$ cat config.mk
export PLATFORM = sky130hd
export DESIGN_NAME = value_set_interval_summary
export DESIGN_NICKNAME = d
export VERILOG_FILES = /design/src/hw/rtl/vsis_pkg.sv /design/src/hw/rtl/vsis_ctrl.sv /design/src/hw/rtl/vsis_dp.sv /design/src/hw/rtl/value_set_interval_summary.sv
export SDC_FILE = /design/constraint.sdc
export NUM_CORES = 1
export LEC_CHECK = 0
export BUFFER_PORTS_ARGS = -buffer_cell sky130_fd_sc_hd__buf_2
export CAP_MARGIN = 20
export CORE_MARGIN = 2
export CORE_UTILIZATION = 40
export DETAILED_ROUTE_END_ITERATION = 7
export PLACE_DENSITY = 0.58
export SLEW_MARGIN = 20
export SYNTH_ARGS = -nofsm -noshare
export SYNTH_HDL_FRONTEND = slang
export SYNTH_HIERARCHICAL = 1
export SYNTH_SLANG_ARGS = --single-unit
$ cat constraint.sdc
create_clock -name clk -period 7.8 [get_ports clk]
set_input_delay 0.78 -clock clk [delete_from_list [all_inputs] [get_ports clk]]
set_output_delay 0.78 -clock clk [all_outputs]
set_load 0.01 [all_outputs]
$ cat src/hw/rtl/vsis_pkg.sv
// vsis_pkg: shared types and constants for the value set interval summary.
// Used by the controller, the datapath and the top level; no dependencies.
package vsis_pkg;

  localparam int VAL_W = 7;
  localparam int DEF_VALUE_COUNT = 128;

  localparam logic CMD_INSERT = 1'b0;
  localparam logic CMD_REPORT = 1'b1;

  typedef enum logic [1:0] {
    ST_IDLE,
    ST_SCAN,
    ST_FLUSH
  } state_t;

  typedef struct packed {
    logic insert;     // mark the incoming value as seen
    logic scan_init;  // rewind the scan pointer and clear run tracking
    logic scan_step;  // examine one bitmap position
    logic flush;      // emit the held run as the final one
  } ctrl_cmd_t;

  typedef struct packed {
    logic at_last;    // scan pointer sits on the top bitmap position
  } ctrl_sts_t;

endpackage

$ cat src/hw/rtl/vsis_ctrl.sv
// vsis_ctrl: command sequencer for the interval summary block.
// Depends on vsis_pkg for the state, command and status types.
module vsis_ctrl (
  input  logic                 clk,
  input  logic                 rst_n,
  input  logic                 start,
  input  logic                 in_command,
  input  vsis_pkg::ctrl_sts_t  sts,
  output vsis_pkg::ctrl_cmd_t  cmd,
  output logic                 busy
);

  vsis_pkg::state_t state_r;
  vsis_pkg::state_t state_nxt;
  logic             accept;

  assign accept = start && (state_r == vsis_pkg::ST_IDLE);

  always_comb begin
    state_nxt = state_r;
    case (state_r)
      vsis_pkg::ST_IDLE: begin
        if (accept && (in_command == vsis_pkg::CMD_REPORT)) begin
          state_nxt = vsis_pkg::ST_SCAN;
        end
      end
      vsis_pkg::ST_SCAN: begin
        if (sts.at_last) begin
          state_nxt = vsis_pkg::ST_FLUSH;
        end
      end
      vsis_pkg::ST_FLUSH: begin
        state_nxt = vsis_pkg::ST_IDLE;
      end
      default: begin
        state_nxt = vsis_pkg::ST_IDLE;
      end
    endcase
  end

  always_comb begin
    cmd  = '0;
    busy = 1'b1;
    case (state_r)
      vsis_pkg::ST_IDLE: begin
        busy          = 1'b0;
        cmd.insert    = accept && (in_command == vsis_pkg::CMD_INSERT);
        cmd.scan_init = accept && (in_command == vsis_pkg::CMD_REPORT);
      end
      vsis_pkg::ST_SCAN: begin
        cmd.scan_step = 1'b1;
      end
      vsis_pkg::ST_FLUSH: begin
        cmd.flush = 1'b1;
      end
      default: begin
        busy = 1'b1;
      end
    endcase
  end

  always_ff @(posedge clk) begin
    if (!rst_n) begin
      state_r <= vsis_pkg::ST_IDLE;
    end else begin
      state_r <= state_nxt;
    end
  end

endmodule

$ cat src/hw/rtl/vsis_dp.sv
// vsis_dp: presence bitmap, scan pointer, run tracking and result register.
// Depends on vsis_pkg; driven by vsis_ctrl through command and status structs.
module vsis_dp #(
  parameter int VALUE_COUNT = vsis_pkg::DEF_VALUE_COUNT
) (
  input  logic                       clk,
  input  logic                       rst_n,
  input  vsis_pkg::ctrl_cmd_t        cmd,
  output vsis_pkg::ctrl_sts_t        sts,
  input  logic [vsis_pkg::VAL_W-1:0] in_value,
  output logic                       out_valid,
  output logic [vsis_pkg::VAL_W-1:0] out_interval_start,
  output logic [vsis_pkg::VAL_W-1:0] out_interval_end,
  output logic                       out_last_interval
);

  localparam int IDX_W = (VALUE_COUNT > 1) ? $clog2(VALUE_COUNT) : 1;
  localparam logic [IDX_W-1:0] LAST_IDX = IDX_W'(VALUE_COUNT - 1);
  localparam logic [vsis_pkg::VAL_W:0] BOUND = (vsis_pkg::VAL_W + 1)'(VALUE_COUNT);

  logic [VALUE_COUNT-1:0] seen_r, seen_nxt;
  logic [IDX_W-1:0]       idx_r, idx_nxt;
  logic                   in_run_r, in_run_nxt;
  logic [IDX_W-1:0]       run_lo_r, run_lo_nxt;
  logic                   pend_v_r, pend_v_nxt;
  logic [IDX_W-1:0]       pend_lo_r, pend_lo_nxt;
  logic [IDX_W-1:0]       pend_hi_r, pend_hi_nxt;
  logic                   out_v_r, out_v_nxt;
  logic [IDX_W-1:0]       out_lo_r, out_lo_nxt;
  logic [IDX_W-1:0]       out_hi_r, out_hi_nxt;
  logic                   out_last_r, out_last_nxt;

  logic                   in_range;
  logic                   bit_here;
  logic                   is_last;
  logic                   run_done;
  logic [IDX_W-1:0]       done_lo;
  logic [IDX_W-1:0]       done_hi;

  assign in_range = {1'b0, in_value} < BOUND;
  assign bit_here = seen_r[idx_r];
  assign is_last  = (idx_r == LAST_IDX);
  assign sts.at_last = is_last;

  // A run closes on the first clear bit after it, or at the top of the map.
  assign run_done = (!bit_here && in_run_r) || (bit_here && is_last);
  assign done_lo  = in_run_r ? run_lo_r : idx_r;
  assign done_hi  = bit_here ? idx_r : idx_r - 1'b1;

  always_comb begin
    seen_nxt     = seen_r;
    idx_nxt      = idx_r;
    in_run_nxt   = in_run_r;
    run_lo_nxt   = run_lo_r;
    pend_v_nxt   = pend_v_r;
    pend_lo_nxt  = pend_lo_r;
    pend_hi_nxt  = pend_hi_r;
    out_v_nxt    = 1'b0;
    out_lo_nxt   = out_lo_r;
    out_hi_nxt   = out_hi_r;
    out_last_nxt = out_last_r;

    if (cmd.insert && in_range) begin
      seen_nxt[in_value[IDX_W-1:0]] = 1'b1;
    end

    if (cmd.scan_init) begin
      idx_nxt    = '0;
      in_run_nxt = 1'b0;
      pend_v_nxt = 1'b0;
    end

    if (cmd.scan_step) begin
      idx_nxt = idx_r + 1'b1;
      if (bit_here && !in_run_r) begin
        run_lo_nxt = idx_r;
      end
      in_run_nxt = bit_here;
      if (run_done) begin
        // hold the closed run until we know whether another one follows
        if (pend_v_r) begin
          out_v_nxt    = 1'b1;
          out_lo_nxt   = pend_lo_r;
          out_hi_nxt   = pend_hi_r;
          out_last_nxt = 1'b0;
        end
        pend_v_nxt  = 1'b1;
        pend_lo_nxt = done_lo;
        pend_hi_nxt = done_hi;
      end
    end

    if (cmd.flush) begin
      out_v_nxt    = pend_v_r;
      out_lo_nxt   = pend_lo_r;
      out_hi_nxt   = pend_hi_r;
      out_last_nxt = 1'b1;
      pend_v_nxt   = 1'b0;
    end
  end

  always_ff @(posedge clk) begin
    if (!rst_n) begin
      seen_r   <= '0;
      idx_r    <= '0;
      in_run_r <= 1'b0;
      pend_v_r <= 1'b0;
      out_v_r  <= 1'b0;
    end else begin
      seen_r   <= seen_nxt;
      idx_r    <= idx_nxt;
      in_run_r <= in_run_nxt;
      pend_v_r <= pend_v_nxt;
      out_v_r  <= out_v_nxt;
    end
  end

  always_ff @(posedge clk) begin
    run_lo_r   <= run_lo_nxt;
    pend_lo_r  <= pend_lo_nxt;
    pend_hi_r  <= pend_hi_nxt;
    out_lo_r   <= out_lo_nxt;
    out_hi_r   <= out_hi_nxt;
    out_last_r <= out_last_nxt;
  end

  assign out_valid          = out_v_r;
  assign out_interval_start = vsis_pkg::VAL_W'(out_lo_r);
  assign out_interval_end   = vsis_pkg::VAL_W'(out_hi_r);
  assign out_last_interval  = out_last_r;

endmodule

$ cat src/hw/rtl/value_set_interval_summary.sv
// value_set_interval_summary: insert leaves busy low.
// Report holds busy through the scan and a flush step; one bitmap bit is scanned per cycle.
// Each run appears for one cycle on out_valid once the next run closes; the
// final run, flagged last, appears in the same cycle that busy falls. No stall input.
// Synchronous active-low reset clears the bitmap and returns the block to idle.
// Depends on vsis_pkg, vsis_ctrl and vsis_dp.
module value_set_interval_summary #(
  parameter int VALUE_COUNT = vsis_pkg::DEF_VALUE_COUNT
) (
  input  logic                       clk,
  input  logic                       rst_n,
  input  logic                       start,
  output logic                       busy,
  input  logic                       in_command,
  input  logic [vsis_pkg::VAL_W-1:0] in_value,
  output logic                       out_valid,
  output logic [vsis_pkg::VAL_W-1:0] out_interval_start,
  output logic [vsis_pkg::VAL_W-1:0] out_interval_end,
  output logic                       out_last_interval
);

  vsis_pkg::ctrl_cmd_t cmd;
  vsis_pkg::ctrl_sts_t sts;

  vsis_ctrl u_ctrl (
    .clk        (clk),
    .rst_n      (rst_n),
    .start      (start),
    .in_command (in_command),
    .sts        (sts),
    .cmd        (cmd),
    .busy       (busy)
  );

  vsis_dp #(
    .VALUE_COUNT (VALUE_COUNT)
  ) u_dp (
    .clk                (clk),
    .rst_n              (rst_n),
    .cmd                (cmd),
    .sts                (sts),
    .in_value           (in_value),
    .out_valid          (out_valid),
    .out_interval_start (out_interval_start),
    .out_interval_end   (out_interval_end),
    .out_last_interval  (out_last_interval)
  );

  a_report_busy: assert property (@(posedge clk) disable iff (!rst_n)
    start && !busy && (in_command == vsis_pkg::CMD_REPORT) |=> busy)
    else $error("report accepted without entering scan");

  a_run_order: assert property (@(posedge clk) disable iff (!rst_n)
    out_valid |-> (out_interval_start <= out_interval_end))
    else $error("run start above run end");

  a_idle_only_last: assert property (@(posedge clk) disable iff (!rst_n)
    out_valid && !busy |-> out_last_interval)
    else $error("non-final run emitted while idle");

  a_last_alone: assert property (@(posedge clk) disable iff (!rst_n)
    out_valid && out_last_interval |=> !out_valid)
    else $error("result follows the final run of a report");

endmodule
==> results of run 1 <==
==> layer usage <==
layer,GRT usage (%),share of wire [%]
met1,23.5,46
met2,30.3,49
met4,7.26,1.7
met3,2.83,3.2
met5,0,0
==> power groups by stage <==
stage	Combinational (mW)	Sequential (mW)	Clock (mW)
2_1_floorplan	0.0573	0.949	0
3_3_place_gp	0.0736	0.949	0
5_1_grt	0.0832	0.928	0.851
4_1_cts	0.0757	0.929	0.815
3_5_place_dp	0.0757	0.949	0
6_report	0.0761	0.929	0.801
==> cell usage in the layout (no fill, tap or decap), drive strengths merged, types with 3 or more instances in the layout <==
master and count:
mux2i 10, a211oi 6, a21oi 97, clkinv 13, and2 5, nor3 14, or2b 3, dfxtp 141
edfxtp 35, nand3 6, buf 39, nand2 26, nor3b 4, mux2 6, nand2b 13, inv 5
a31oi 3, or2 6, and3 3, xnor2 3, o21a 40, nor2b 103, a2111oi 3, clkbuf 20
mux4 29, nor2 61, o21ai 19
==> kinds of logic after synthesis <==
kind of cell / count (synthesis)
DFF: 176
AOI/OAI and AO/OA: 181
muxes: 45
xor gates and xnor gates: 5
adders and majority gates: 2
buffers and inverters: 56
and+or+nand+nor: 253
==> cells in the mapped netlist (5+ instances only) <==
master,instances,area share (%)
a21oi_1,96,6.3
and2_1,5,0.41
buf_6,9,1.3
clkbuf_1,33,1.6
dfxtp_1,141,37
edfxtp_1,35,14
mux2_2,6,0.88
mux2i_1,10,1.3
mux4_2,25,7.4
nand2_1,26,1.3
nand2b_1,13,1.1
nand3_1,6,0.39
nor2_1,61,3.0
nor2b_1,103,8.4
nor3_1,12,0.79
o21a_1,40,3.9
o21ai_0,17,1.1
or2_2,5,0.41
==> layout make-up <==
| cell class | count | area, sq um | share of cell area [%] |
|---|---|---|---|
| Inverter | 6 | 22.5 | 0.267 |
| Clock buffer | 20 | 478 | 5.67 |
| Tap cell | 234 | 293 | 3.47 |
| Timing Repair Buffer | 39 | 229 | 2.72 |
| Clock inverter | 12 | 82.6 | 0.979 |
| Multi-Input combinational cell | 486 | 3450 | 41.0 |
| Sequential cell | 176 | 3870 | 45.9 |
==> path summary, 6_finish.rpt <==
check / from / to / slack (ns) / cells past startpoint
setup / recovery: u_dp/idx_r[3] / u_dp/run_lo_r[5] / 4.14 / 8
hold / removal: u_dp/pend_hi_r[0] / u_dp/out_interval_end[0] / 0.42 / 0
setup reg to reg: u_dp/idx_r[3] / u_dp/run_lo_r[5] / 4.14 / 8
hold reg to reg: u_dp/pend_hi_r[0] / u_dp/out_interval_end[0] / 0.42 / 0
==> flip-flops by register name, summed over array words and instances, names as in the netlist <==
| name | count |
|---|---|
| u_dp/seen_r | 128 |
| u_dp/idx_r | 7 |
| u_dp/out_interval_end | 7 |
| u_dp/out_interval_start | 7 |
| u_dp/pend_hi_r | 7 |
| u_dp/pend_lo_r | 7 |
| u_dp/run_lo_r | 7 |
| u_ctrl/state_r | 2 |
| u_dp/in_run_r | 1 |
| u_dp/out_last_interval | 1 |
| u_dp/out_valid | 1 |
| u_dp/pend_v_r | 1 |
==> stage by stage <==
stage / hold WS (ns) / std cells / utilization, % / setup WS, ns / total power [mW]
6_report: 0.419 / 973 / 45.1 / 4.14 / 1.81
5_1_grt: 0.426 / 973 / 45.1 / 3.96 / 1.86
4_1_cts: 0.419 / 973 / 45.0 / 3.99 / 1.82
3_5_place_dp: 0.405 / 941 / 42.0 / 4.02 / 1.02
3_3_place_gp: 0.403 / 940 / 41.9 / 4.09 / 1.02
2_1_floorplan: 0.400 / 718 / - / 4.75 / 1.01
==> reports/qor.yml, run 1 <==
cells_and_area:
  nets: 739
  area_growth_pct: 10.3
  postLayoutCellArea_sq_um: 8430
  fillCellCount: 1731
  diodes: 0
  drive_above_1_share_pct: 17.5
global_route:
  grt_pass1_vias: 5162
  grt_overflow: 0
  antenna_found_initial: 0
  gr-usage-all-layers_pct: 18.1
  grt_max_degree: 114
  grt_pass1_wl_um: 27900
clock_network:
  cts_hold_buf: 0
  cts_buffer_depth: 2
  htree_num_levels: 4
  cts_buffers: 17
  numClockSinks: 176
  clock-root-buffer: "clkbuf_16"
  cts_resized: 0
  cts_setup_buffers: 0
  path_clk_slew_ns: 0.07
  insertion_delay_ns: 0.43
  tritoncts: "done"
timing:
  period_share_pct: 46.9
  finClkSkew_ns: 0.0109
  setup_viol: 0
  slew_violations: 0
  fmax_ghz: 0.273
  slew_headroom_pct: 27.2
  fin_tns_setup_ns: 0
  rsz0062_at_grt: "no"
  timing_worst_slew_pin_value_ns: 1.09
  final.min_clock_period_ns: 3.66
  hold_viol_final: 0
run_status:
  status: "finished clean"
power_and_ir_drop:
  p_switching_mw: 0.407
  power.density_nw_per_um2: 214
  p_int_mw: 1.40
  p_sw_share_pct: 22.6
  ir_drop_mv: 0.164
  pwr-share-comb_pct: 4.2
  p_leak_nw: 2.83
  seq_power_share_pct: 51.4
  clock_power_share_pct: 44.4
yosys:
  synthSimpleGateAreaFrac_pct: 18.3
  synth_adder_area_share_pct: 0.327
  syn-instance-count: 718
  synth.distinct_cells: 62
  synth_top_flop_cell: "dfxtp_1"
  synthXorXnorAreaFrac_pct: 0.573
  ys_ff_latch: 176
  synth_compound_area_share_pct: 14.8
  synth_nets: 731
  synthArstFlopShare_pct: 0
  synth_top_family_by_area: "simple AND/OR/NAND/NOR gates"
  avgSynthCellArea_sq_um: 10.6
  ys_warn_count: 6
  muxShareOfSynthArea_pct: 10.9
  synth_edf_count: 35
  ys_seq_area_share_pct: 50.7
  netlist_area_sq_um: 7650
setup_path:
  crit_fanout: 26
  cp_top_family: "simple AND/OR/NAND/NOR gates"
  setup.worst_path.end_class: "flip-flop"
  critPathBufInv: 2
  crit_path_cell_trace: "buf_4, clkinv_1, mux2i_1, o31ai_1, nor3_4, o21ai_4, nand2_1, nor3b_1"
  max_stage_delay_ns: 0.84
  crit_arrival_ns: 3.71
  slowest_stage: "nor3b_1"
  start_kind: "flip-flop"
  critPathKind: "reg2reg"
  crit_required_ns: 7.85
detailed_routing:
  routed_via_density: 5.38
  first_iter_violations: 398
  remaining_drc_errors: 0
  wl_per_cell_um: 17.9
  drtAntennaViolNets: 0
  routed_wl_um: 17400
  drt-pass1-iter-count: 5
  vias: 5231
floorplanning:
  rows: 50
  die-width_um: 142
  core_area_sq_um: 18700
  top_level_ports: 28
  dieArea_sq_um: 20200
  start_util_pct: 40.9
  dieHeight_um: 142
min_path:
  hold_class: "reg2reg"
job:
  cap_violations: 0
place:
  placed_area_sq_um: 7850
  place_congestion: 0.777
  dp.final_hpwl_um: 11200
  port_buffers: 27
(Power assumes the default switching activity.)
==> run 2: changes to the inputs <==
--- a/config.mk
+++ b/config.mk
@@ -10,7 +10,7 @@
 export CORE_MARGIN = 2
 export CORE_UTILIZATION = 40
 export DETAILED_ROUTE_END_ITERATION = 7
-export PLACE_DENSITY = 0.58
+export PLACE_DENSITY = 0.6
 export SLEW_MARGIN = 20
 export SYNTH_ARGS = -nofsm -noshare
 export SYNTH_HDL_FRONTEND = slang
==> constraint.sdc (replaced) <==
create_clock -name clk -period 3.3 [get_ports clk]
set_input_delay 0.33 -clock clk [delete_from_list [all_inputs] [get_ports clk]]
set_output_delay 0.33 -clock clk [all_outputs]
set_load 0.01 [all_outputs]
==> run 2 against run 1 <==
  * Register-to-register slack worse by 4.0 ns
  * Sequential share of layout area shrank 0.91 points
  * Core utilization rose by 0.91 points
  * Via count rose by 5.1%
  * Die area did not move
  * Largest power group unchanged
  * Highest routed layer unchanged
==> reports/qor.yml, run 2 (synthesis results as in run 1) <==
run_status:
  status: "finished clean"
cells_and_area:
  largest_reg_flops: 128
  regMostFlops: "u_dp/seen_r"
  diodes: 0
  multiInputGateArea_sq_um: 3440
  fillCellCount: 1684
  drive_above_1_share_pct: 18.4
  layout_common_cells: "141 x dfxtp_1, 103 x nor2b_1, 96 x a21oi_1, 61 x nor2_1, 40 x o21a_1"
  layout_commonest_cell: "dfxtp_1"
  nets: 760
  register_area_sq_um: 3870
  fin_util_pct: 46.0
  area_growth_pct: 12.5
detailed_routing:
  vias: 5496
  first_iter_violations: 445
  remaining_drc_errors: 0
  routed_wl_um: 18400
  drt-pass1-iter-count: 5
  routed_via_density: 5.53
  drtAntennaViolNets: 0
  wl_per_cell_um: 18.5
floorplanning:
  rows: 50
  top_level_ports: 28
  dieArea_sq_um: 20200
  dieHeight_um: 142
  core_area_sq_um: 18700
  die-width_um: 142
  start_util_pct: 40.9
setup_path:
  timing.rr.start: "u_dp/idx_r[2]"
  slowest_stage: "dfxtp_1"
  worstRegToRegCells: 11
  critPathKind: "reg2reg"
  setup.worst_path.end_class: "flip-flop"
  r2r_setup_slack_ns: 0.17
  crit_required_ns: 3.42
  crit_arrival_ns: 3.25
  crit_fanout: 14
  start_kind: "flip-flop"
  crit_top_cell: "buf_4"
  max_stage_delay_ns: 0.64
  crit_path_cell_trace: "buf_4, mux4_2, a22oi_1, o31ai_1, buf_4, nor3_4, o21ai_4, buf_4, a211oi_2, or3_1, buf_4"
  r2r_end: "u_dp/out_interval_end[5]"
place:
  port_buffers: 27
  dp.final_hpwl_um: 12200
  place_congestion: 0.815
power_and_ir_drop:
  ir_drop_mv: 0.349
  clock_power_share_pct: 44.6
  pwr-share-comb_pct: 4.3
  seq_power_share_pct: 51.1
  p_switching_mw: 0.934
  p_sw_share_pct: 21.7
  power.density_nw_per_um2: 500
  p_int_mw: 3.37
  p_leak_nw: 2.92
global_route:
  grt_pass1_vias: 5244
  grt_overflow: 0
  antenna_found_initial: 0
  grt_max_degree: 61
  gr-usage-all-layers_pct: 19.1
  grt_pass1_wl_um: 29500
timing:
  slew_headroom_pct: 39.2
  hold_viol_final: 0
  final.min_clock_period_ns: 3.13
  slew_violations: 0
  fmax_ghz: 0.319
  period_share_pct: 94.9
  fin_tns_setup_ns: 0
  finClkSkew_ns: 0.00962
  timing_worst_slew_pin_value_ns: 0.905
  rsz0062_at_grt: "no"
  setup_viol: 0
job:
  cap_violations: 0
clock_network:
  cts_buffers: 17
  htree_num_levels: 4
  cts_buffer_depth: 2
  clock-root-buffer: "clkbuf_16"
  tritoncts: "done"
  insertion_delay_ns: 0.42
  path_clk_slew_ns: 0.06
  numClockSinks: 176
min_path:
  min_to: "u_ctrl/state_r[0]"
  hold_depth: 3
  min_from: "start"
  hold_class: "in2reg"
-- run 2: cell count changes in the layout (fill, tap and decap cells not counted), moves of 3 or more --
cell and delta:
clkinv_4 -4, clkinv_2 -6, buf_12 +3, clkinv_1 +4, buf_4 +18, clkbuf_1 +3
-- run 2: layout make-up --
class,count,share of cell area [%]
timing repair buffer,60,4.86
inverter,6,0.262
multi-input combinational,486,40.0
clock buffer,20,5.08
sequential,176,45.0
clock inverter,12,1.37
tap,234,3.40
-- run 2: worst max-delay path by stage --
stage,start,endpoint,cells after the start
3_3_place_gp,u_dp/idx_r[2],u_dp/out_interval_start[1],11
6_report,u_dp/idx_r[2],u_dp/out_interval_end[5],11
4_1_cts,u_dp/idx_r[2],u_dp/out_interval_start[0],11
2_1_floorplan,u_dp/idx_r[0],u_dp/pend_hi_r[0],9
5_1_grt,u_dp/idx_r[2],u_dp/pend_lo_r[6],11
3_5_place_dp,u_dp/idx_r[2],u_dp/out_interval_start[0],11
-- run 2: through the flow --
| stage | worst slack (ns) | instances | hold WS, ns | power (mW) | cell area [sq um] |
|---|---|---|---|---|---|
| floorplan | 0.248 | 718 | 0.400 | 2.38 | 7650 |
| global placement | 0.263 | 961 | 0.404 | 2.43 | 8040 |
| detailed placement | 0.236 | 961 | 0.405 | 2.43 | 8040 |
| CTS | 0.202 | 993 | 0.177 | 4.33 | 8590 |
| global route | 0.0235 | 994 | 0.194 | 4.45 | 8600 |
| finish | 0.169 | 994 | 0.192 | 4.30 | 8600 |
-- run 2: repair_timing --
item / 4_1_cts / 5_1_grt
setup endpoints to repair: 0 / 7
gates resized for setup: 0 / 1
setup buffers: 0 / 0
hold buffers: 0 / 0
-- run 2: worst max-delay path: cells and delay by family (launching register included) --
| kind | cells | cell delay [ns] |
|---|---|---|
| AND/OR/NAND/NOR | 2 | 0.34 |
| flip-flops | 1 | 0.64 |
| multiplexers | 1 | 0.33 |
| AO/OA/AOI/OAI | 4 | 0.65 |
| buffers and inverters | 4 | 0.84 |
-- run 2: routing by layer --
layer / share of wire (%) / global-route usage (%) / vias to the layer above
li1: - / - / 2585
met4: 1.4 / 5.79 / 0
met5: 0 / 0 / -
met2: 47 / 30.7 / 179
met3: 5.4 / 3.90 / 17
met1: 46 / 26.2 / 2715
-- run 2: power by group through the flow --
| stage | logic (mW) | registers, mW | clock network (mW) |
|---|---|---|---|
| floorplan | 0.135 | 2.24 | 0 |
| global placement | 0.182 | 2.24 | 0 |
| detailed placement | 0.185 | 2.24 | 0 |
| CTS | 0.185 | 2.20 | 1.95 |
| global route | 0.202 | 2.20 | 2.05 |
| finish | 0.187 | 2.20 | 1.92 |
